<file path="src/blcd_pkg.sv">
// Shared types and constants for the button lockout debounce counter.
package blcd_pkg;

   // Widths of the request and response fields
   localparam int unsigned TIME_W     = 64;
   localparam int unsigned PINS_W     = 16;
   localparam int unsigned ID_W       = 4;
   localparam int unsigned MODE_W     = 2;
   localparam int unsigned FREEZE_W   = 20;
   localparam int unsigned COUNT_W    = 32;
   localparam int unsigned REQ_DATA_W = 88;
   localparam int unsigned RSP_DATA_W = 48;

   // Request modes (the remaining code is ignored)
   localparam logic [MODE_W-1:0] MODE_SAMPLE = 2'd0;
   localparam logic [MODE_W-1:0] MODE_QUERY  = 2'd1;
   localparam logic [MODE_W-1:0] MODE_CLEAR  = 2'd2;

   // Register map: index taken from paddr[2]
   localparam logic REG_FREEZE = 1'b0;

   localparam logic [FREEZE_W-1:0] FREEZE_RESET_US = 20'd20000;

   // Per-request control broadcast to every lane
   typedef struct packed {
      logic                sample;
      logic                clear_all;
      logic [TIME_W-1:0]   now_us;
      logic [FREEZE_W-1:0] freeze_us;
   } lane_ctl_type;

   // Response payload, pressed mask in the lowest bits
   typedef struct packed {
      logic [COUNT_W-1:0] press_count;
      logic [PINS_W-1:0]  pressed_mask;
   } rsp_type;

endpackage

</file>
<file path="src/blcd_merge.sv">
// Merging stage: builds the mask and selected count, two-entry output stage.
module blcd_merge #(
   parameter int unsigned BUTTONS = 16
) (
   input  logic                         clock,
   input  logic                         reset,
   input  logic                         capture,
   input  logic                         query,
   input  logic [3:0]                   button_id,
   input  logic [BUTTONS-1:0]           levels_next,
   input  logic [BUTTONS-1:0][31:0]     counters,
   output logic                         req_ready,
   output logic                         rsp_tvalid,
   input  logic                         rsp_tready,
   output logic [47:0]                  rsp_tdata
);
   import blcd_pkg::*;

   rsp_type            result;
   logic [COUNT_W-1:0] sel_count;
   rsp_type            out_ff, out_in, skid_ff, skid_in;
   logic               out_valid_ff, out_valid_in, skid_valid_ff, skid_valid_in;
   logic               take;

   // Pick the queried counter; an id beyond the bank selects nothing
   always_comb begin
      sel_count = '0;
      for (int i = 0; i < BUTTONS; i++) begin
         if (query && (button_id == ID_W'(i))) begin
            sel_count = counters[i];
         end
      end
   end

   assign result.press_count  = sel_count;
   assign result.pressed_mask = PINS_W'(levels_next);

   assign take      = out_valid_ff && rsp_tready;
   assign req_ready = !skid_valid_ff;

   // Advance the output register and the skid entry
   always_comb begin
      out_in        = out_ff;
      skid_in       = skid_ff;
      out_valid_in  = out_valid_ff;
      skid_valid_in = skid_valid_ff;
      if (skid_valid_ff) begin
         if (take) begin
            out_in        = skid_ff;
            skid_valid_in = 1'b0;
         end
      end else if (capture) begin
         if (!out_valid_ff || take) begin
            out_in       = result;
            out_valid_in = 1'b1;
         end else begin
            skid_in       = result;
            skid_valid_in = 1'b1;
         end
      end else if (take) begin
         out_valid_in = 1'b0;
      end
   end

   always_ff @(posedge clock) begin
      if (reset) begin
         out_valid_ff  <= 1'b0;
         skid_valid_ff <= 1'b0;
      end else begin
         out_valid_ff  <= out_valid_in;
         skid_valid_ff <= skid_valid_in;
      end
      out_ff  <= out_in;
      skid_ff <= skid_in;
   end

   assign rsp_tvalid = out_valid_ff;
   assign rsp_tdata  = out_ff;

   // The skid entry is only ever filled behind a waiting response
   a_skid_behind_out: assert property (@(posedge clock) disable iff (reset)
      skid_valid_ff |-> out_valid_ff)
      else $error("skid entry without output entry");

   // A parked response is not dropped while the sink stalls
   a_skid_held: assert property (@(posedge clock) disable iff (reset)
      (skid_valid_ff && !rsp_tready) |=> skid_valid_ff)
      else $error("skid entry lost under stall");

   // A request is never captured while both entries are full
   a_no_overrun: assert property (@(posedge clock) disable iff (reset)
      (out_valid_ff && skid_valid_ff) |-> !capture)
      else $error("request captured into a full output stage");

endmodule

</file>
<file path="config.mk">
export PLATFORM = sky130hd
export DESIGN_NAME = blcd_merge
export DESIGN_NICKNAME = d
export VERILOG_FILES = /design/src/blcd_pkg.sv /design/src/blcd_merge.sv
export SDC_FILE = /design/constraint.sdc
export NUM_CORES = 1
export LEC_CHECK = 0
export BUFFER_PORTS_ARGS = -buffer_cell sky130_fd_sc_hd__buf_4
export CAP_MARGIN = 20
export CORE_AREA = 3 3 225 227
export CTS_BUF_LIST = sky130_fd_sc_hd__clkbuf_4 sky130_fd_sc_hd__clkbuf_8
export DETAILED_ROUTE_END_ITERATION = 8
export DIE_AREA = 0 0 228 230
export PLACE_DENSITY_LB_ADDON = 0.3
export SYNTH_ARGS = -nofsm -noshare
export SYNTH_HDL_FRONTEND = slang
export SYNTH_SLANG_ARGS = --single-unit
</file>
<file path="constraint.sdc">
create_clock -name clock -period 5.5 [get_ports clock]
set_clock_uncertainty 0.05 [all_clocks]
set_input_delay 0.825 -clock clock [delete_from_list [all_inputs] [get_ports clock]]
set_output_delay 0.825 -clock clock [all_outputs]
set_load 0.01 [all_outputs]
</file>
Yosys cells after proc, flatten, opt, wreduce, memory -nomap -nowiden
Cells that the tools add are included.

cells by class
  bitwise gates (word level) = 2
  reductions and logical operators = 27
  equal/unequal tests = 17
  multiplexer cells = 27

operators with widths
  cell                number
  $mux 32             16
  $mux 48             4
  $eq 4x4->1 const B  8
  $logic_and 1x1->1   17
  $eq 4x3->1 const B  4
  $reduce_and 3->1    3
  $eq 4x2->1 const B  2
  $mux 1              7
  $reduce_bool 2->1   3
  $eq 4x1->1 const B  1
  $logic_not 4->1     1
  $ne 2x1->1 const B  2
  $logic_not 1->1     2
  $not 1->1           2
  $logic_or 1x1->1    1

storage, ports and cells
  logic and storage cells = 79
  bits of input ports = 537
  bits in registers = 98

Logic depth before layout (Yosys ltp)
Gate-level depths: netlist of the first run.

  depth after elaboration = 21
  gate-level depth with buffers = 10

Worst setup path before layout of the first run
No wires, ideal clock.

  kind = register -> register
  start = register skid_valid_ff
  end = register out_ff (netlist bit rsp_tdata[0]), enable pin
  buffers on the path = 2
  setup slack = 1.646 ns
  cell stages (with the launch flop) = 5
  clock period less this slack = 3.854 ns
  library setup time = 0.469 ns
  data arrival time = 3.335 ns
  cell sequence = dfxtp_1 > clkbuf_1 > buf_1 > nand2_1 > a21oi_1

on the way
  cells in the longest elaborated chain, start to end = 2
  elaborated cells between the ends (all ways) = 4

ends and longest elaborated chain
  what                                                       RTL line          source
  from (decl)                                                blcd_merge.sv:22  logic out_valid_ff, out_valid_in, skid_valid_ff, skid_valid_in;
  from (signal assigned)                                     blcd_merge.sv:71  skid_valid_ff <= skid_valid_in;
  $ne 2x1->1 (no line) or $reduce_bool 2->1 (tied branches)  n/a
  $reduce_and 3->1 (no line) *                               n/a
  to (signal assigned)                                       blcd_merge.sv:73  out_ff <= out_in;
  to (decl)                                                  blcd_merge.sv:21  rsp_type out_ff, out_in, skid_ff, skid_in;

Mark *: on every way between the ends. The rest lies on a longest branch, timed or not.
A chain may end at the register's enable or synchronous reset.

==> results.py, run 1 <==
metrics = {
    "clock_tree": {
        "cts_root_buf": "clkbuf_8",
        "hold_buffers": 0,
        "cts_buffer_depth": 2,
        "clock_latency_ps": 390,
        "cts_tree": "yes",
        "clk_pin_slew_ps": 110,
        "cts_buffers": 9,
        "cts_setup_buffers": 0,
        "cts.repair.resized": 0,
        "clock-sinks": 98,
        "htreeDepth": 3,
    },
    "synthesis": {
        "synth-seq-cells": 98,
        "synth_edf_count": 96,
        "synth_fp_nets": 1568,
        "synthArstFlopShare_pct": 0,
        "synthCells": 1031,
        "yosysUniqueCellTypes": 76,
        "syn-cell-area_sq_um": 8810,
        "synth_area_per_cell_sq_um": 8.55,
        "yosysWarningCount": 0,
        "synth_flop_cell": "edfxtp_1",
        "seq_area_frac_synth_pct": 33.2,
    },
    "setup_path": {
        "regToRegSetupSlack_ps": 2400,
        "worst_ep_required_time_ps": 5590,
        "reg2reg_depth": 3,
        "crit_type": "input pin to flip-flop",
        "crit_fanout": 40,
        "r2r-start": "skid_valid_ff$_SDFF_PP0_",
        "crit_arrival_ps": 4060,
        "reg2reg_to": "skid_ff[29]$_DFFE_PP_",
        "critPathLaunchType": "input pin",
        "crit_path_end_kind": "flip-flop",
    },
    "timing": {
        "rsz0062_at_grt": "false",
        "hold_viol": 0,
        "maxClockFrequency_ghz": 0.252,
        "worstMarginPinSlew_ps": 1020,
        "drv_slew": 0,
        "relSlewSlack_pct": 31.6,
        "finalSetupViolCount": 0,
        "tns_ps": 0,
        "fin_crit_ps": 3970,
        "timing.hold.ws_ps": 507,
        "fin_ws_ps": 1530,
        "period_share_pct": 72.2,
    },
    "power_and_ir_drop": {
        "power.density_nw_per_um2": 162,
        "cellLeakagePower_nw": 5.78,
        "total_power_mw": 2.26,
        "irDropWorstVdd_mv": 0.0788,
    },
    "routing": {
        "wl_per_cell_um": 32.2,
        "drc_errors": 0,
        "routed_via_density": 5.28,
        "postRouteAntennaNets": 0,
        "wirelength_um": 71900,
        "num_vias": 11800,
        "dr.first_iter.drc_count": 1308,
        "dr.pass1.iters": 7,
    },
    "layout": {
        "nFillCells": 5413,
        "mostFrequentLayoutCells": "buf_4, a21oi_1, edfxtp_1, o21ai_0, nor2_1",
        "final_nets": 2097,
        "final_common_cell": "buf_4",
        "area_growth_pct": 58.4,
        "drive_gt1_share_pct": 44.9,
        "final_util_pct": 28.6,
    },
    "global_route": {
        "grt_pass1_wl_um": 97400,
        "overflow": 0,
        "antenna_found_initial": 16,
        "grt_max_degree": 64,
        "grt.total_usage_pct": 26.0,
        "grt_pass1_vias": 12200,
    },
    "min_path": {
        "min_path_cells": 1,
        "min_from": "rsp_tvalid$_SDFFE_PP0P_",
        "hold_class": "flip-flop to flip-flop",
        "min_to": "skid_valid_ff$_SDFF_PP0_",
    },
    "place": {
        "io_buffers": 586,
        "pre_cts_slack_ps": 1150,
        "gp_congestion": 0.925,
        "dp_hpwl_um": 58700,
    },
    "floorplanning": {
        "rows": 81,
        "core_area_sq_um": 48800,
        "io_pins": 587,
        "dieHeight_um": 230,
        "die_x_um": 228,
        "dieArea_sq_um": 52400,
        "start_util_pct": 18.0,
    },
    "run_status": {
        "status": "finished, final reports clean",
    },
    "flow_run": {
        "cap_violations": 0,
    },
}
## power breakdown
| part | internal [mW] | total [mW] | switching, mW |
|---|---|---|---|
| clock network | 0.171 | 0.460 | 0.289 |
| logic | 0.437 | 0.887 | 0.450 |
| registers | 0.891 | 0.917 | 0.0262 |
## flip-flops by register name, summed over array words and instances (netlist names)
signal	count
rsp_tvalid	1
skid_valid_ff	1
skid_ff	48
rsp_tdata	48
## worst max-delay path by stage
stage	start	endpoint	slack [ps]	cells after the start
after floorplan	skid_valid_ff$_SDFF_PP0_	rsp_tdata[0]$_DFFE_PP_	1650	4
after global placement	button_id[1]	rsp_tdata[38]$_DFFE_PP_	1170	8
after detailed placement	button_id[1]	rsp_tdata[32]$_DFFE_PP_	1150	8
after CTS	button_id[1]	rsp_tdata[32]$_DFFE_PP_	1590	8
after global routing	button_id[1]	rsp_tdata[32]$_DFFE_PP_	1310	8
final	button_id[1]	rsp_tdata[40]$_DFFE_PP_	1530	8
## routing by layer
layer  up-vias  part of all wire, %  track usage, %
met4        18                  1.6            5.21
met2       662                   46            42.1
met3        65                  8.6            7.17
met5         -                 0.16               0
li1       5182                    -               -
met1      5868                   44            34.8
## stage by stage
| step | std cells | instance area [sq um] |
|---|---|---|
| after floorplan | 1031 | 8810 |
| after global placement | 2212 | 13800 |
| after detailed placement | 2213 | 13800 |
| after CTS | 2229 | 13900 |
| after global routing | 2234 | 14000 |
| final | 2236 | 14000 |
## critical path, stage by stage
cell and delay [ps]:
buf_4 390, buf_4 420, or3b_1 550, nor2_4 260
a2111o_1 470, a22oi_1 630, o31ai_2 180, mux2_2 290
## Yosys cell counts, drive strengths merged, types with 5 or more instances
library cell	n	area [sq um]
a211oi	12	90.1
a21o	12	90.1
a21oi	102	518
a221o	8	80.1
a221oi	24	210
a222oi	8	80.1
a22o	9	78.8
a22oi	26	195
a2bb2oi	7	61.3
a31oi	12	75.1
a32o	7	70.1
a32oi	11	96.3
and2	7	43.8
and3	12	75.1
buf	77	447
clkbuf	19	71.3
edfxtp	96	2880
inv	17	63.8
mux2	39	439
mux2i	9	90.1
nand2	52	198
nand2b	13	81.3
nand3	44	220
nand3b	11	86.3
nand4	10	62.6
nor2	95	404
nor2b	21	131
nor3	9	45.0
nor4	5	31.3
o211ai	10	75.1
o21a	7	52.6
o21ai	87	435
o22a	7	61.3
o22ai	57	357
o2bb2ai	16	140
o31ai	8	70.1
or3	12	75.1
or3b	5	43.8
## area by class of cell
class	instances	area (sq um)	area share (%)
Multi-Input combinational cell	820	5330	38.2
Timing Repair Buffer	614	4630	33.1
Sequential cell	98	2920	20.9
Tap cell	664	831	5.95
Clock buffer	10	131	0.941
Inverter	17	63.8	0.457
Clock inverter	6	42.5	0.305
Antenna cell	7	17.5	0.125
## kinds of logic (layout without fill, tap and decap cells)
kind of cell,Yosys count,count (layout),share of synthesized area (%)
AOI/OAI and AO/OA,458,458,35.2
and+or+nand+nor,313,313,18.8
buffers and inverters,113,647,6.60
DFF,98,98,33.2
muxes,49,49,6.26
other,0,7,0
(Power assumes the default switching activity.)
==> run 2: changes to the inputs <==
--- a/config.mk
+++ b/config.mk
@@ -5,6 +5,7 @@
 export SDC_FILE = /design/constraint.sdc
 export NUM_CORES = 1
 export LEC_CHECK = 0
+export ABC_AREA = 1
 export BUFFER_PORTS_ARGS = -buffer_cell sky130_fd_sc_hd__buf_4
 export CAP_MARGIN = 20
 export CORE_AREA = 3 3 225 227
==> constraint.sdc (replaced) <==
create_clock -name clock -period 3.6 [get_ports clock]
set_clock_uncertainty 0.05 [all_clocks]
set_input_delay 0.54 -clock clock [delete_from_list [all_inputs] [get_ports clock]]
set_output_delay 0.54 -clock clock [all_outputs]
set_load 0.01 [all_outputs]
==> run 2 against run 1 <==
Effect of this change: sequential share of layout area rose by 0.64 points; clock power rose by 81%; worst hold slack worse by 250 ps; wire length is 30% lower; count of clock-buffer cells in the layout grew 1; critical endpoint is now rsp_tdata[23]$_DFFE_PP_.
==> results.py, run 2 <==
metrics = {
    "run_status": {
        "status": "finished, final reports clean",
    },
    "power_and_ir_drop": {
        "power_switching_mw": 0.949,
        "clock_power_share_pct": 25.3,
        "irDropWorstVdd_mv": 0.155,
        "power.density_nw_per_um2": 242,
        "total_power_mw": 3.28,
        "p_int_mw": 2.33,
        "swShare_pct": 28.9,
        "cellLeakagePower_nw": 6.50,
        "p_seq_share_pct": 42.3,
        "combPwrFrac_pct": 32.4,
    },
    "routing": {
        "wl_per_cell_um": 20.2,
        "wirelength_um": 50400,
        "postRouteAntennaNets": 0,
        "drc_errors": 0,
        "dr.first_iter.drc_count": 568,
        "dr.pass1.iters": 5,
        "num_vias": 10800,
        "routed_via_density": 4.30,
    },
    "timing": {
        "maxClockFrequency_ghz": 0.351,
        "drv_slew": 0,
        "rsz0062_at_grt": "false",
        "worstMarginPinSlew_ps": 903,
        "fin_crit_ps": 2850,
        "tns_ps": 0,
        "period_share_pct": 79.1,
        "hold_viol": 0,
        "finalSetupViolCount": 0,
        "relSlewSlack_pct": 39.5,
    },
    "synthesis": {
        "yosysUniqueCellTypes": 25,
        "synthAdderAreaFrac_pct": 0,
        "synthArstFlopShare_pct": 0,
        "synth-seq-cells": 98,
        "synth_fp_nets": 1807,
        "synth_most_common_cell": "nand2_1",
        "synth.area.mux_share_pct": 0,
        "yosys-top-cells-area": "edfxtp_1, nand2_1, nand4_1, nor2_1, inv_1",
        "synth_flop_cell": "edfxtp_1",
        "synth_xor_xnor_area_share_pct": 0,
        "synth_area_per_cell_sq_um": 6.34,
        "syn-cell-area_sq_um": 8060,
        "synthSimpleGateAreaFrac_pct": 50.7,
        "synth_top_family_by_area": "simple AND/OR/NAND/NOR gates",
        "synth_compound_area_share_pct": 3.52,
        "seq_area_frac_synth_pct": 36.3,
        "synthCells": 1270,
        "synth_top_area_share_pct": 35.8,
        "netlist_top_cells_count": "nand2_1, nor2_1, nand4_1",
        "synth_edf_count": 96,
        "synth_top_area_cell": "edfxtp_1",
        "yosysWarningCount": 0,
    },
    "setup_path": {
        "cp_top_family": "simple AND/OR/NAND/NOR gates",
        "crit_type": "input pin to flip-flop",
        "crit_fanout": 24,
        "critical_path.cell_chain": "buf_4 > inv_2 > nor2_4 > nand3_2 > nor2_1 > nor2_1 > nand2_1 > nand3_1 > nand2_1 > nand4_1 > nand2_1 > nand4_1 > nand2_1 > nand2_1",
        "critPathLaunchType": "input pin",
        "crit_arrival_ps": 2950,
        "crit_path_end_kind": "flip-flop",
        "worst_ep_required_time_ps": 3700,
        "critPathBufInv": 2,
        "crit_top_cell": "nand2_1",
        "slowest_delay_ps": 480,
        "cp_slowest_cell": "nor2_4",
    },
    "floorplanning": {
        "start_util_pct": 16.5,
        "die_x_um": 228,
        "dieHeight_um": 230,
        "dieArea_sq_um": 52400,
        "io_pins": 587,
        "rows": 81,
        "core_area_sq_um": 48800,
    },
    "global_route": {
        "antenna_found_initial": 5,
        "grt.total_usage_pct": 18.2,
        "grt_max_degree": 49,
        "grt_pass1_wl_um": 71800,
        "grt_pass1_vias": 11000,
        "overflow": 0,
    },
    "flow_run": {
        "cap_violations": 0,
    },
    "place": {
        "io_buffers": 586,
        "gp_congestion": 0.993,
        "place_inst": 2482,
        "place_area_sq_um": 13300,
        "dp_hpwl_um": 42400,
    },
    "clock_tree": {
        "cts_setup_buffers": 0,
        "htreeDepth": 3,
        "clock_latency_ps": 400,
        "cts.repair.resized": 0,
        "cts_buffers": 9,
        "cts_tree": "yes",
        "cts_buffer_depth": 2,
        "cts_root_buf": "clkbuf_8",
        "hold_buffers": 0,
        "clk_pin_slew_ps": 100,
        "clock-sinks": 98,
    },
    "layout": {
        "area_growth_pct": 68.2,
        "final_nets": 2366,
        "final_cell_area_sq_um": 13600,
        "final_common_cell": "buf_4",
        "drive_gt1_share_pct": 37.3,
        "instances_no_fill": 2502,
        "mostFrequentLayoutCells": "buf_4, nand2_1, nand4_1, nor2_1, inv_1",
    },
    "min_path": {
        "hold_class": "input pin to flip-flop",
    },
}
## run 2: changes by cell type after synthesis, moves of 22 or more
cell,before,now
a21oi_1,100,47
a221oi_1,24,1
a22oi_1,26,0
buf_2,54,17
inv_1,15,113
mux2_2,39,0
nand2_1,51,520
nand4_1,10,132
nor2_1,84,136
o21ai_0,86,8
o22ai_1,57,0
or2_0,0,22
## run 2: cell type report
type	count	area (sq um)
sequential	98	2920
inverter	129	484
timing repair buffer	614	4660
multi-input combinational	977	4410
antenna	4	10.0
fill	5540	35300
tap	664	831
clock buffer	11	139
clock inverter	5	88.8
## run 2: metal layers
layer	wire, um	GRT usage [%]	part of all wire (%)	vias to the layer above
li1	-	-	-	5248
met1	21400	23.4	42	4998
met2	24600	31.5	49	481
met3	3560	3.89	7.1	38
met4	814	3.97	1.6	0
met5	0	0	0	-
## run 2: kinds of logic after synthesis
logic type | Yosys count
compound gates | 56
flops | 98
simple gates | 921
buf+inv | 195
## run 2: worst paths after layout
| kind | start | endpoint | slack [ps] | cells past startpoint |
|---|---|---|---|---|
| setup reg to reg | skid_valid_ff$_SDFF_PP0_ | rsp_tdata[6]$_DFFE_PP_ | 1290 | 3 |
| hold reg to reg | skid_ff[29]$_DFFE_PP_ | rsp_tdata[29]$_DFFE_PP_ | 460 | 2 |
| setup / recovery | button_id[0] | rsp_tdata[23]$_DFFE_PP_ | 750 | 14 |
| hold / removal | reset | skid_valid_ff$_SDFF_PP0_ | 260 | 2 |
## run 2: metrics by stage
step	setup slack, ps	util (%)	hold WS, ps
final	754	27.7	256
after floorplan	196	-	441
after detailed placement	410	27.3	453
after global placement	410	27.3	446
after global routing	583	27.7	211
after CTS	852	27.7	206
## run 2: power by group through the flow
stage / clock [mW] / combinational [mW] / sequential (mW)
finish: 0.831 / 1.06 / 1.39
CTS: 0.876 / 1.07 / 1.39
detailed placement: 0 / 1.07 / 1.41
global placement: 0 / 1.07 / 1.41
floorplan: 0 / 0.294 / 1.44
global route: 0.917 / 1.16 / 1.39
