==> config.mk <==
export PLATFORM = sky130hd
export DESIGN_NAME = blcd_lane
export DESIGN_NICKNAME = d
export VERILOG_FILES = /design/src/blcd_pkg.sv /design/src/blcd_lane.sv
export SDC_FILE = /design/constraint.sdc
export NUM_CORES = 1
export LEC_CHECK = 0
export ABC_AREA = 1
export BUFFER_PORTS_ARGS = -buffer_cell sky130_fd_sc_hd__buf_2
export CORE_UTILIZATION = 34
export CTS_BUF_LIST = sky130_fd_sc_hd__clkbuf_16
export CTS_CLUSTER_DIAMETER = 40
export DETAILED_ROUTE_END_ITERATION = 10
export SYNTH_ARGS = -nofsm -noshare
export SYNTH_HDL_FRONTEND = slang
export SYNTH_SLANG_ARGS = --single-unit
==> constraint.sdc <==
create_clock -name clock -period 4.85 [get_ports clock]
set_input_delay 0.485 -clock clock [delete_from_list [all_inputs] [get_ports clock]]
set_output_delay 0.485 -clock clock [all_outputs]
set_load 0.05 [all_outputs]
==> src/blcd_pkg.sv <==
// Shared types and constants for the button lockout debounce counter.
package blcd_pkg;

   // Widths of the request and response fields
   localparam int unsigned TIME_W     = 64;
   localparam int unsigned PINS_W     = 16;
   localparam int unsigned ID_W       = 4;
   localparam int unsigned MODE_W     = 2;
   localparam int unsigned FREEZE_W   = 20;
   localparam int unsigned COUNT_W    = 32;
   localparam int unsigned REQ_DATA_W = 88;
   localparam int unsigned RSP_DATA_W = 48;

   // Request modes (the remaining code is ignored)
   localparam logic [MODE_W-1:0] MODE_SAMPLE = 2'd0;
   localparam logic [MODE_W-1:0] MODE_QUERY  = 2'd1;
   localparam logic [MODE_W-1:0] MODE_CLEAR  = 2'd2;

   // Register map: index taken from paddr[2]
   localparam logic REG_FREEZE = 1'b0;

   localparam logic [FREEZE_W-1:0] FREEZE_RESET_US = 20'd20000;

   // Per-request control broadcast to every lane
   typedef struct packed {
      logic                sample;
      logic                clear_all;
      logic [TIME_W-1:0]   now_us;
      logic [FREEZE_W-1:0] freeze_us;
   } lane_ctl_type;

   // Response payload, pressed mask in the lowest bits
   typedef struct packed {
      logic [COUNT_W-1:0] press_count;
      logic [PINS_W-1:0]  pressed_mask;
   } rsp_type;

endpackage

==> src/blcd_lane.sv <==
// One button lane: debounced level, lockout deadline and press counter.
module blcd_lane (
   input  logic                 clock,
   input  logic                 reset,
   input  blcd_pkg::lane_ctl_type ctl,
   input  logic                 raw_pressed,
   input  logic                 clear_one,
   output logic                 level_next,
   output logic [31:0]          counter
);
   import blcd_pkg::*;

   logic               level_ff, level_in;
   logic [TIME_W-1:0]  deadline_ff, deadline_in;
   logic [COUNT_W-1:0] counter_ff, counter_in;

   // Work out the lane's next state for this request
   always_comb begin
      level_in    = level_ff;
      deadline_in = deadline_ff;
      counter_in  = counter_ff;
      if (ctl.sample) begin
         if ((ctl.now_us >= deadline_ff) && (raw_pressed != level_ff)) begin
            level_in    = raw_pressed;
            deadline_in = ctl.now_us + TIME_W'(ctl.freeze_us);
            if (raw_pressed) begin
               counter_in = counter_ff + COUNT_W'(1);
            end
         end
      end else if (ctl.clear_all || clear_one) begin
         counter_in = '0;
      end
   end

   // Hold the lane state
   always_ff @(posedge clock) begin
      if (reset) begin
         level_ff    <= 1'b0;
         deadline_ff <= '0;
         counter_ff  <= '0;
      end else begin
         level_ff    <= level_in;
         deadline_ff <= deadline_in;
         counter_ff  <= counter_in;
      end
   end

   assign level_next = level_in;
   assign counter    = counter_ff;

   // A new press always adds exactly one to the counter
   a_press_counts: assert property (@(posedge clock) disable iff (reset)
      $rose(level_ff) |-> counter_ff == $past(counter_ff) + COUNT_W'(1))
      else $error("press not counted once");

   // The level moves only on a sample request or a reset
   a_level_on_sample: assert property (@(posedge clock)
      !$stable(level_ff) |-> ($past(ctl.sample) || $past(reset)))
      else $error("level changed without a sample");

endmodule

Word level (Yosys, flattened, before mapping)
Cells that the tools add are included.

storage, ports and cells
  word-level logic and storage cells = 20
  output and inout port bits = 33
  bits in registers = 97
  input bits = 90

operators by class
  multiplexer cells = 6
  reduce and logical (&&, ||, !) cells = 5
  add/subtract/negate cells = 2
  order comparisons = 1
  eq/ne operators = 3

operator list
  kind                     number
  $mux W32                 4
  $add A64 B20 Y64         1
  $ge A64 B64 Y1           1
  $add A32 B1 Y32 const B  1
  $ne A2 B1 Y1 const B     2
  $reduce_and A3 Y1        1
  $mux W1                  2
  $reduce_and A2 Y1        1
  $reduce_bool A2 Y1       1
  $logic_and A1 B1 Y1      1
  $logic_or A1 B1 Y1       1
  $ne A1 B1 Y1             1

Depth between registers and ports, before layout
Gate-level depths: netlist of run 1.

  depth after elaboration = 4
  gate-level depth with buffers = 21
  mapped depth without buffers = 20

Worst setup path after synthesis of run 1
OpenSTA, ideal clock, no wires.

  kind = input -> output
  start point = input port ctl[83] (netlist bit)
  end point = output port level_next
  buffers on the path = 0
  setup slack = 2.359 ns
  required time = 4.365 ns
  arrival = 2.006 ns
  cell stages on the path = 11
  cells stage by stage = ha_1 nand2_1 nor4_2 nand2_1 nor2_1 nand2_1 nand2_2 nand2_2 nand2_1 o21ai_0 inv_1

on the way
  longest elaborated chain between the ends = 4

RTL lines
  what                 line             text
  start, declared      blcd_lane.sv:5   input blcd_pkg::lane_ctl_type ctl,
  $ge A64 B64 Y1       blcd_lane.sv:23  if ((ctl.now_us >= deadline_ff) && (raw_pressed != level_ff)) begin
  $logic_and A1 B1 Y1  blcd_lane.sv:23
  $mux W1              blcd_lane.sv:23
  $mux W1              blcd_lane.sv:22  if (ctl.sample) begin
  end, declared        blcd_lane.sv:8   output logic level_next,

No other way between the ends.

Final worst setup path of run 1
  start point = register deadline_ff[15]
  end point = output port level_next

on the way
  longest elaborated chain between the ends = 4

RTL lines
  what                    line             text
  start, declared         blcd_lane.sv:14  logic [TIME_W-1:0] deadline_ff, deadline_in;
  start signal, assigned  blcd_lane.sv:43  deadline_ff <= deadline_in;
  $ge A64 B64 Y1          blcd_lane.sv:23
  $logic_and A1 B1 Y1     blcd_lane.sv:23
  $mux W1                 blcd_lane.sv:23
  $mux W1                 blcd_lane.sv:22

No other way between the ends.

==> qor.yml, run 1 <==
die_w_um: 165
avgSynthCellArea_um2: 6.02
grt_pass1_vias: 9195
cts_sinks: 97
synth_edf_count: 0
cts_root_buf: "clkbuf_16"
grt_max_degree: 63
yosysTopAreaCell: "dfxtp_1"
numPortBuffers: 122
skew_ps: 13.3
synth_seq_cells: 97
core_um2: 26100
area_growth_pct: 13.2
ctsLongestPathBuffers: 2
synth_cells: 1503
routed_wl_um: 28400
final_util: 0.393
fin_area_um2: 10200
critPathRequiredTime_ps: 4370
dieArea_um2: 27300
synth_area_um2: 9050
holdWs_ps: 452
status: "complete, no violations"
routabilityCongestion: 0.954
drt_iter0_markers: 682
grt_pass1_wl_um: 46200
track_usage: 0.213
async_flop_share: 0
antenna_found_initial: 1
fin_tns_setup_ps: 0
clk_latency_ps: 370
initial_core_util: 0.347
first_pass_iters: 7
slew-limit-headroom: 0.465
period_share: 0.669
wire_per_inst_um: 14.6
cts_buffers: 9
final_max_slew_viol_count: 0
drive_gt1_frac: 0.104
finalSetupViolCount: 0
pwr_density_cell_nw_per_um2: 255
hold_violations: 0
dp_hpwl_um: 22100
num_vias: 9708
post-cts-setup-buffers: 0
dpl-instance-area_um2: 9940
worst_slew_pin_slew_ps: 794
clk_pin_slew_ps: 80
end_kind: "primary output"
drv_cap: 0
cp-start-kind: "flip-flop"
htreeDepth: 3
synthFlopType: "dfxtp_1"
die_h_um: 165
synth_cell_type_count: 39
nNetsFinal: 1774
min_path_type: "input port to flip-flop"
overflow: 0
postRouteAntennaNets: 0
ys_seq_area_frac: 0.215
path_max_fanout: 4
cts_resized: 0
fin_crit_ps: 3250
ir_drop_uv: 140
power_leakage_uw: 0.00477
viasPerCell: 5.01
rows: 59
synth_nets: 1679
critPathArrivalTime_ps: 2760
ys_top_cells_by_area: "dfxtp_1, nand2_1, ha_1, nor2_1, inv_1"
rsz0062_at_grt: "false"
drc: 0
cts_tree: "done"
io-pin-count: 123
ys_warn_count: 0
crit_type: "flip-flop to primary output"
synth_top_area_frac: 0.215
postCtsHoldBufs: 0
fmax_mhz: 308
==> final timing paths <==
kind	depth (start not counted)	end	from	slack, ps
worst min register to register	2	deadline_ff[21]$_SDFFE_PP0P_	deadline_ff[21]$_SDFFE_PP0P_	470
worst max-delay path	16	level_next	deadline_ff[15]$_SDFFE_PP0P_	1600
worst max register to register	17	deadline_ff[36]$_SDFFE_PP0P_	deadline_ff[15]$_SDFFE_PP0P_	1740
worst min-delay path	4	deadline_ff[63]$_SDFFE_PP0P_	ctl[83]	450
==> kinds of logic after synthesis <==
logic type / count (synthesis) / share of synthesized area
AND/OR/NAND/NOR: 833 / 0.392
XOR/XNOR: 69 / 0.0668
buffers and inverters: 245 / 0.107
AO/OA/AOI/OAI: 173 / 0.0997
flip-flops: 97 / 0.215
adder cells (fa/ha/maj): 86 / 0.120
==> cell usage in the layout, fill, tap and decap left out, types with 2 or more instances in the layout <==
master     instances
nor4_1            16
xor2_1            53
xnor2_1           15
nor3_2             4
nor2_2             3
nor2_1           213
or2_2              2
buf_2            122
buf_4              5
inv_1            196
a21boi_0           3
dfxtp_1           97
and3_1             2
nand2_2            2
o21ai_0           33
ha_1              85
clkbuf_16          9
clkinv_4           2
inv_2              5
nand4_1           27
nand3b_1           4
nor3_1            33
a21oi_1          124
o21a_1             3
nand3_1          125
a21o_1             6
inv_8              2
nor4_2             2
nand2_1          394
==> area by class of cell <==
cell class / count / area (µm²)
clock inverter: 7 / 72.6
clock buffer: 9 / 225
inverter: 202 / 758
antenna: 1 / 2.50
multi-input combinational: 1161 / 6170
fill: 2891 / 15800
tap: 335 / 419
sequential: 97 / 1940
timing repair buffer: 127 / 648
==> per-layer routing <==
layer / vias up / GRT usage / part of all wire
li1: 5028 / - / -
met1: 4330 / 0.287 / 0.46
met2: 308 / 0.357 / 0.46
met3: 42 / 0.0240 / 0.057
met4: 0 / 0.0601 / 0.021
met5: - / 0 / 0
==> power breakdown <==
part           total, µW  switching [µW]  internal [µW]
Combinational        923             623            301
Sequential           926            50.7            875
Clock                764             398            365
==> per-stage QoR <==
stage	setup WS, ps	instances	power, µW
floorplan	2360	1503	1610
global placement	1540	1922	1850
detailed placement	1510	1922	1870
CTS	1600	1938	2640
global route	1360	1939	2800
finish	1600	1939	2610
==> Yosys cell counts, types with 2 or more instances <==
library cell	n
nand3_1	125
nor4_1	16
nand2_2	2
a21oi_1	124
a21boi_0	3
inv_1	196
nand2_1	394
nor3_2	4
o21ai_0	33
ha_1	85
clkbuf_1	23
dfxtp_1	97
nand3b_1	4
o21a_1	3
and3_1	2
nor2_1	213
inv_2	5
xor2_1	54
nor4_2	2
xnor2_1	15
buf_2	14
nor3_1	33
or2_2	2
buf_6	3
buf_4	3
nand4_1	27
nand3_2	2
a21o_1	6
nor2_2	3
==> worst max-delay path, cell delays in order, from the launching register on <==
cell     delay [ps]
dfxtp_1         330
inv_1            50
ha_1            280
nand2_1          80
nor2_1          180
nand2_1         130
nor2_1          120
nor2_1           50
nand2_1         100
nand2_1          60
nand2_1         110
nand2_1          80
nand2_2         140
nand2_2          90
o21ai_0         260
inv_1           110
buf_2           230
==> registers in the layout (all words and copies together) (netlist names) <==
register	count
counter	32
level_ff	1
deadline_ff	64
Power figures use the tool's default switching activity.
==> run 2, diff against run 1 <==
Settings changed: ABC_AREA 1 to 0.
Clock period 4.85 ns to 3.25 ns, I/O delays scaled along.
==> run 2 against run 1 <==
Design area decreased by 12%. Synthesized area is 17% lower. Via count shrank 25%. Critical endpoint unchanged. Largest cell class unchanged. Critical path type unchanged. Critical path depth down 4. Cell count shrank 31%.
==> qor.yml, run 2 <==
status: "complete, no violations"
largest_reg_flops: 64
antenna_found_initial: 2
final_common_cell: "buf_2"
dieArea_um2: 22700
endpoint: "level_next"
period_share: 0.950
grt_use_met3: 0.0337
cp-start-kind: "flip-flop"
synth_most_common_cell: "dfxtp_1"
synth_nets: 1115
routed_wl_um: 20800
drt_iter0_markers: 385
reg2reg_from: "deadline_ff[43]$_SDFFE_PP0P_"
final_util: 0.414
avgSynthCellArea_um2: 8.02
grt.busiest_layer: "met2"
dp_hpwl_um: 15400
worst_slew_pin_slew_ps: 828
synth_area_um2: 7530
synthAdderAreaFrac: 0.144
crit_top_cell: "a21o_1"
postRouteAntennaNets: 0
synth_simple_gate_area_frac: 0.214
pwr_density_cell_nw_per_um2: 351
ir_drop_uv: 225
crit_type: "flip-flop to primary output"
async_flop_share: 0
clk_latency_ps: 360
cts_buffers: 9
ys_top_cells_by_area: "dfxtp_1, ha_1, inv_1, a21oi_1, nand2_1"
hold_violations: 0
slowest_stage: "dfxtp_1"
drc: 0
viasPerCell: 5.41
grt_pass1_wl_um: 34000
skew_ps: 10.2
crit_start: "deadline_ff[9]$_SDFFE_PP0P_"
ys_warn_count: 0
clk_pin_slew_ps: 80
fmax_mhz: 324
synthFlopType: "dfxtp_1"
core_um2: 21800
end_kind: "primary output"
power_leakage_uw: 0.00371
overflow: 0
synth_seq_cells: 97
die_h_um: 151
most-common-layout-cells: "buf_2, dfxtp_1, ha_1, inv_1, nand2_1"
slowest_delay_ps: 340
synth.area.mux_share: 0.0228
rows: 54
synth-xor-area-share: 0.0698
synth_edf_count: 0
final_max_slew_viol_count: 0
grt_max_degree: 50
numPortBuffers: 122
finalSetupViolCount: 0
min_path_type: "input port to flip-flop"
track_usage: 0.188
htreeDepth: 3
reg2reg_slack_ps: 270
postCtsHoldBufs: 0
use_met1: 0.247
ctsLongestPathBuffers: 2
cts_sinks: 97
fill_cells: 2203
synth_compound_area_frac: 0.225
die_w_um: 151
routabilityCongestion: 0.844
initial_core_util: 0.346
cp_cell_sequence: "inv_1 -> ha_1 -> a21o_1 -> a21o_1 -> a211o_1 -> a21oi_1 -> nand4bb_1 -> buf_4 -> and2_0 -> o21ai_2 -> nand2_2 -> buf_8"
ys_seq_area_frac: 0.258
synth_cells: 939
io-pin-count: 123
wire_per_inst_um: 15.4
use_met2: 0.311
first_pass_iters: 7
cts_tree: "done"
critPathRequiredTime_ps: 2920
worst-r2r-cell-count: 13
synth_cell_type_count: 64
yosysTopAreaCell: "dfxtp_1"
cts_root_buf: "clkbuf_16"
grt_pass1_vias: 6866
critPathArrivalTime_ps: 2760
path_max_fanout: 5
drv_cap: 0
slew-limit-headroom: 0.446
fin_cells: 1346
regMostFlops: "deadline_ff"
synth_common_cells: "dfxtp_1, ha_1, inv_1, nand2_1, nor2_1"
fin_crit_ps: 3090
r2r-end: "deadline_ff[33]$_SDFFE_PP0P_"
num_vias: 7279
synth_top_area_frac: 0.258
drive_gt1_frac: 0.194
area_growth_pct: 19.6
nNetsFinal: 1235
dp_cells: 1326
synth_top_family_by_area: "compound AO/OA/AOI/OAI gates"
[run 2: cells by family after synthesis]
family / count (synthesis)
adder cells (fa/ha/maj): 86
AND/OR/NAND/NOR: 317
flip-flops: 97
AO/OA/AOI/OAI: 237
XOR/XNOR: 60
multiplexers: 17
buffers and inverters: 125
[run 2: final cells by class]
class / count / area, µm² / share of cell area
diodes: 2 / 5.00 / 0.000556
clock buffers: 9 / 225 / 0.0250
clock inverters: 7 / 53.8 / 0.00597
inverters: 82 / 308 / 0.0342
multi-input cells: 717 / 5200 / 0.577
flip-flops and latches: 97 / 1940 / 0.216
well taps: 280 / 350 / 0.0389
repair buffers: 152 / 921 / 0.102
[run 2: critical path: cells and delay by family (launching register included)]
family                   cells  cell delay (ps)
flip-flops                   1              340
adder cells (fa/ha/maj)      1              280
AO/OA/AOI/OAI                5              980
buffers and inverters        3              360
AND/OR/NAND/NOR              3              470
[run 2: repair_timing]
item / 4_1_cts / 5_1_grt
endpoints found under the setup margin: 1 / 1
setup buffers: 0 / 2
gates resized for setup: 8 / 16
pin swaps: 2 / 11
[run 2: where the power goes]
group | internal (µW) | switching, µW
Combinational | 355 | 483
Sequential | 1240 | 28.3
Clock | 526 | 525
[run 2: per-layer routing]
metal | up-vias | wire length (µm)
met5 | - | 0
met4 | 0 | 308
met3 | 18 | 941
met2 | 164 | 9610
met1 | 3418 | 9920
li1 | 3679 | -
[run 2: how the worst min path moves through the flow]
stage,start,end,slack (ps),cells after the start
after detailed placement,deadline_ff[57]$_SDFFE_PP0P_,deadline_ff[57]$_SDFFE_PP0P_,450,1
after global placement,deadline_ff[58]$_SDFFE_PP0P_,deadline_ff[58]$_SDFFE_PP0P_,450,1
after floorplan,deadline_ff[29]$_SDFFE_PP0P_,deadline_ff[29]$_SDFFE_PP0P_,430,1
after global routing,ctl[62],deadline_ff[42]$_SDFFE_PP0P_,280,3
final,ctl[64],deadline_ff[44]$_SDFFE_PP0P_,280,3
after CTS,ctl[64],deadline_ff[44]$_SDFFE_PP0P_,270,3
[run 2: per-stage QoR]
| step | power [µW] | worst slack [ps] | cell area (µm²) | hold WS [ps] | TNS, ps |
|---|---|---|---|---|---|
| floorplan | 1830 | 536 | 7530 | 432 | 0 |
| global placement | 2100 | 118 | 8600 | 446 | 0 |
| detailed placement | 2110 | 139 | 8600 | 447 | 0 |
| CTS | 3180 | 4.34 | 8900 | 266 | 0 |
| global route | 3350 | -8.87 | 9000 | 284 | -8.87 |
| finish | 3160 | 161 | 9000 | 277 | 0 |
==> run 3, diff against run 2 <==
Settings changed: PLACE_DENSITY set to 0.62.
==> run 3 against run 2 <==
Sequential power is essentially flat. Largest cell class unchanged. Critical path type unchanged. Hold slack lost 2.0 ps. Sequential share of layout area shrank 0.14 points. The flow now finishes with violations (design-rule violations). Maximum frequency grew 0.19%. Non-clock buffer count grew 5. Clock skew grew 1.7 ps. First-iteration DRC count shrank 12%. Highest routed layer unchanged. Critical path depth is the same. Setup slack gained 5.8 ps. Global-route usage shrank 0.23 points.
==> qor.yml, run 3 (synthesis gave the netlist of run 2 again) <==
status: "complete, but fails checks"
violations: "design-rule violations"
most-common-layout-cells: "buf_2, dfxtp_1, ha_1, inv_1, nand2_1"
end_kind: "primary output"
routed_wl_um: 20600
die_w_um: 151
worst-r2r-cell-count: 13
fin_tns_setup_ps: 0
first_pass_iters: 7
worst_slew_pin_slew_ps: 793
dp_cells: 1328
fmax_mhz: 324
dpl-instance-area_um2: 8630
ir_drop_uv: 238
p_total_uw: 3290
slew-limit-headroom: 0.470
initial_core_util: 0.346
cp-start-kind: "flip-flop"
dp_hpwl_um: 15400
io-pin-count: 123
cts_buffers: 9
critPathRequiredTime_ps: 2920
ctsLongestPathBuffers: 2
period_share: 0.949
num_vias: 7275
path_max_fanout: 8
drv_cap: 0
antenna_found_initial: 0
rows: 54
fin_cells: 1349
drc: 1
grt_max_degree: 32
numPortBuffers: 122
hold_violations: 0
die_h_um: 151
final_common_cell: "buf_2"
holdPathStages: 3
overflow: 0
crit_top_cell: "nand2_1"
largest_reg_flops: 64
grt_pass1_wl_um: 33900
postRouteAntennaNets: 0
dp_slack_ps: 58.8
regMostFlops: "deadline_ff"
fin_crit_ps: 3080
area_growth_pct: 20.4
grt_pass1_vias: 6864
slowest_delay_ps: 360
drt_iter0_markers: 339
htreeDepth: 3
core_um2: 21800
critPathArrivalTime_ps: 2760
power_leakage_uw: 0.00375
worst-path-buf-inv: 3
crit_type: "flip-flop to primary output"
cts_tree: "done"
crit_family: "compound AO/OA/AOI/OAI gates"
wire_per_inst_um: 15.3
track_usage: 0.186
postCtsHoldBufs: 0
final_max_slew_viol_count: 0
drive_gt1_frac: 0.192
nNetsFinal: 1240
cts_root_buf: "clkbuf_16"
clk_pin_slew_ps: 70
pwr_density_cell_nw_per_um2: 363
cts_sinks: 97
path_depth: 12
skew_ps: 11.9
slowest_stage: "a2111oi_2"
finalSetupViolCount: 0
viasPerCell: 5.39
cp_cell_sequence: "inv_1 -> ha_1 -> a21oi_1 -> nand2_1 -> a2111oi_2 -> a31oi_1 -> a211oi_2 -> clkbuf_16 -> and2_4 -> o21ai_2 -> nand2_1 -> buf_6"
routabilityCongestion: 0.818
min_path_type: "input port to flip-flop"
antenna_cells: 0
finalWorstSetupSlack_ps: 167
fin_area_um2: 9060
dieArea_um2: 22700
clk_latency_ps: 350
## run 3: changes by cell type in the layout (fill, tap and decap cells not counted), sizes merged
cell / change
clkinv: -1
bufinv: +2
buf: +4
diode: -2
clkbuf: +1
clkinvlp: -1
## run 3: per-layer routing
layer	track usage	vias to the layer above	share of wire
li1	-	3690	-
met1	0.247	3417	0.47
met2	0.314	155	0.47
met3	0.0331	13	0.050
met4	0.0335	0	0.0073
met5	0	-	0
## run 3: where the power goes
part / total [µW] / leakage (µW) / switching (µW) / internal [µW]
clock: 1170 / 0.000157 / 499 / 676
combinational: 844 / 0.00281 / 480 / 364
sequential: 1270 / 0.000789 / 26.8 / 1240
## run 3: worst min-delay path, cell delays in order
cell,delay [ps]
buf_2,100
xor2_1,60
o2bb2ai_1,110
## run 3: cell type report
type                    count  area (µm²)
fillers                  2214       12700
multi-input cells         717        5160
flip-flops and latches     97        1940
repair buffers            157         985
well taps                 280         350
inverters                  82         308
clock buffers               9         225
clock inverters             7        93.8
## run 3: worst paths after layout
check                               startpoint                            to  slack, ps
setup reg to reg  deadline_ff[30]$_SDFFE_PP0P_   deadline_ff[9]$_SDFFE_PP0P_        210
hold / removal                         ctl[83]  deadline_ff[63]$_SDFFE_PP0P_        270
setup / recovery  deadline_ff[46]$_SDFFE_PP0P_                    level_next        170
hold reg to reg   deadline_ff[58]$_SDFFE_PP0P_  deadline_ff[58]$_SDFFE_PP0P_        450
## run 3: through the flow
stage / utilization / hold WS, ps
2_1_floorplan: - / 432
3_3_place_gp: 0.397 / 446
3_5_place_dp: 0.397 / 446
4_1_cts: 0.413 / 265
5_1_grt: 0.417 / 294
6_report: 0.417 / 275
## run 3: what timing repair did
item / in CTS / in global routing
pin swaps: 3 / 8
setup endpoints to repair: 1 / 1
gates resized for setup: 6 / 13
buffers inserted: 0 / 5
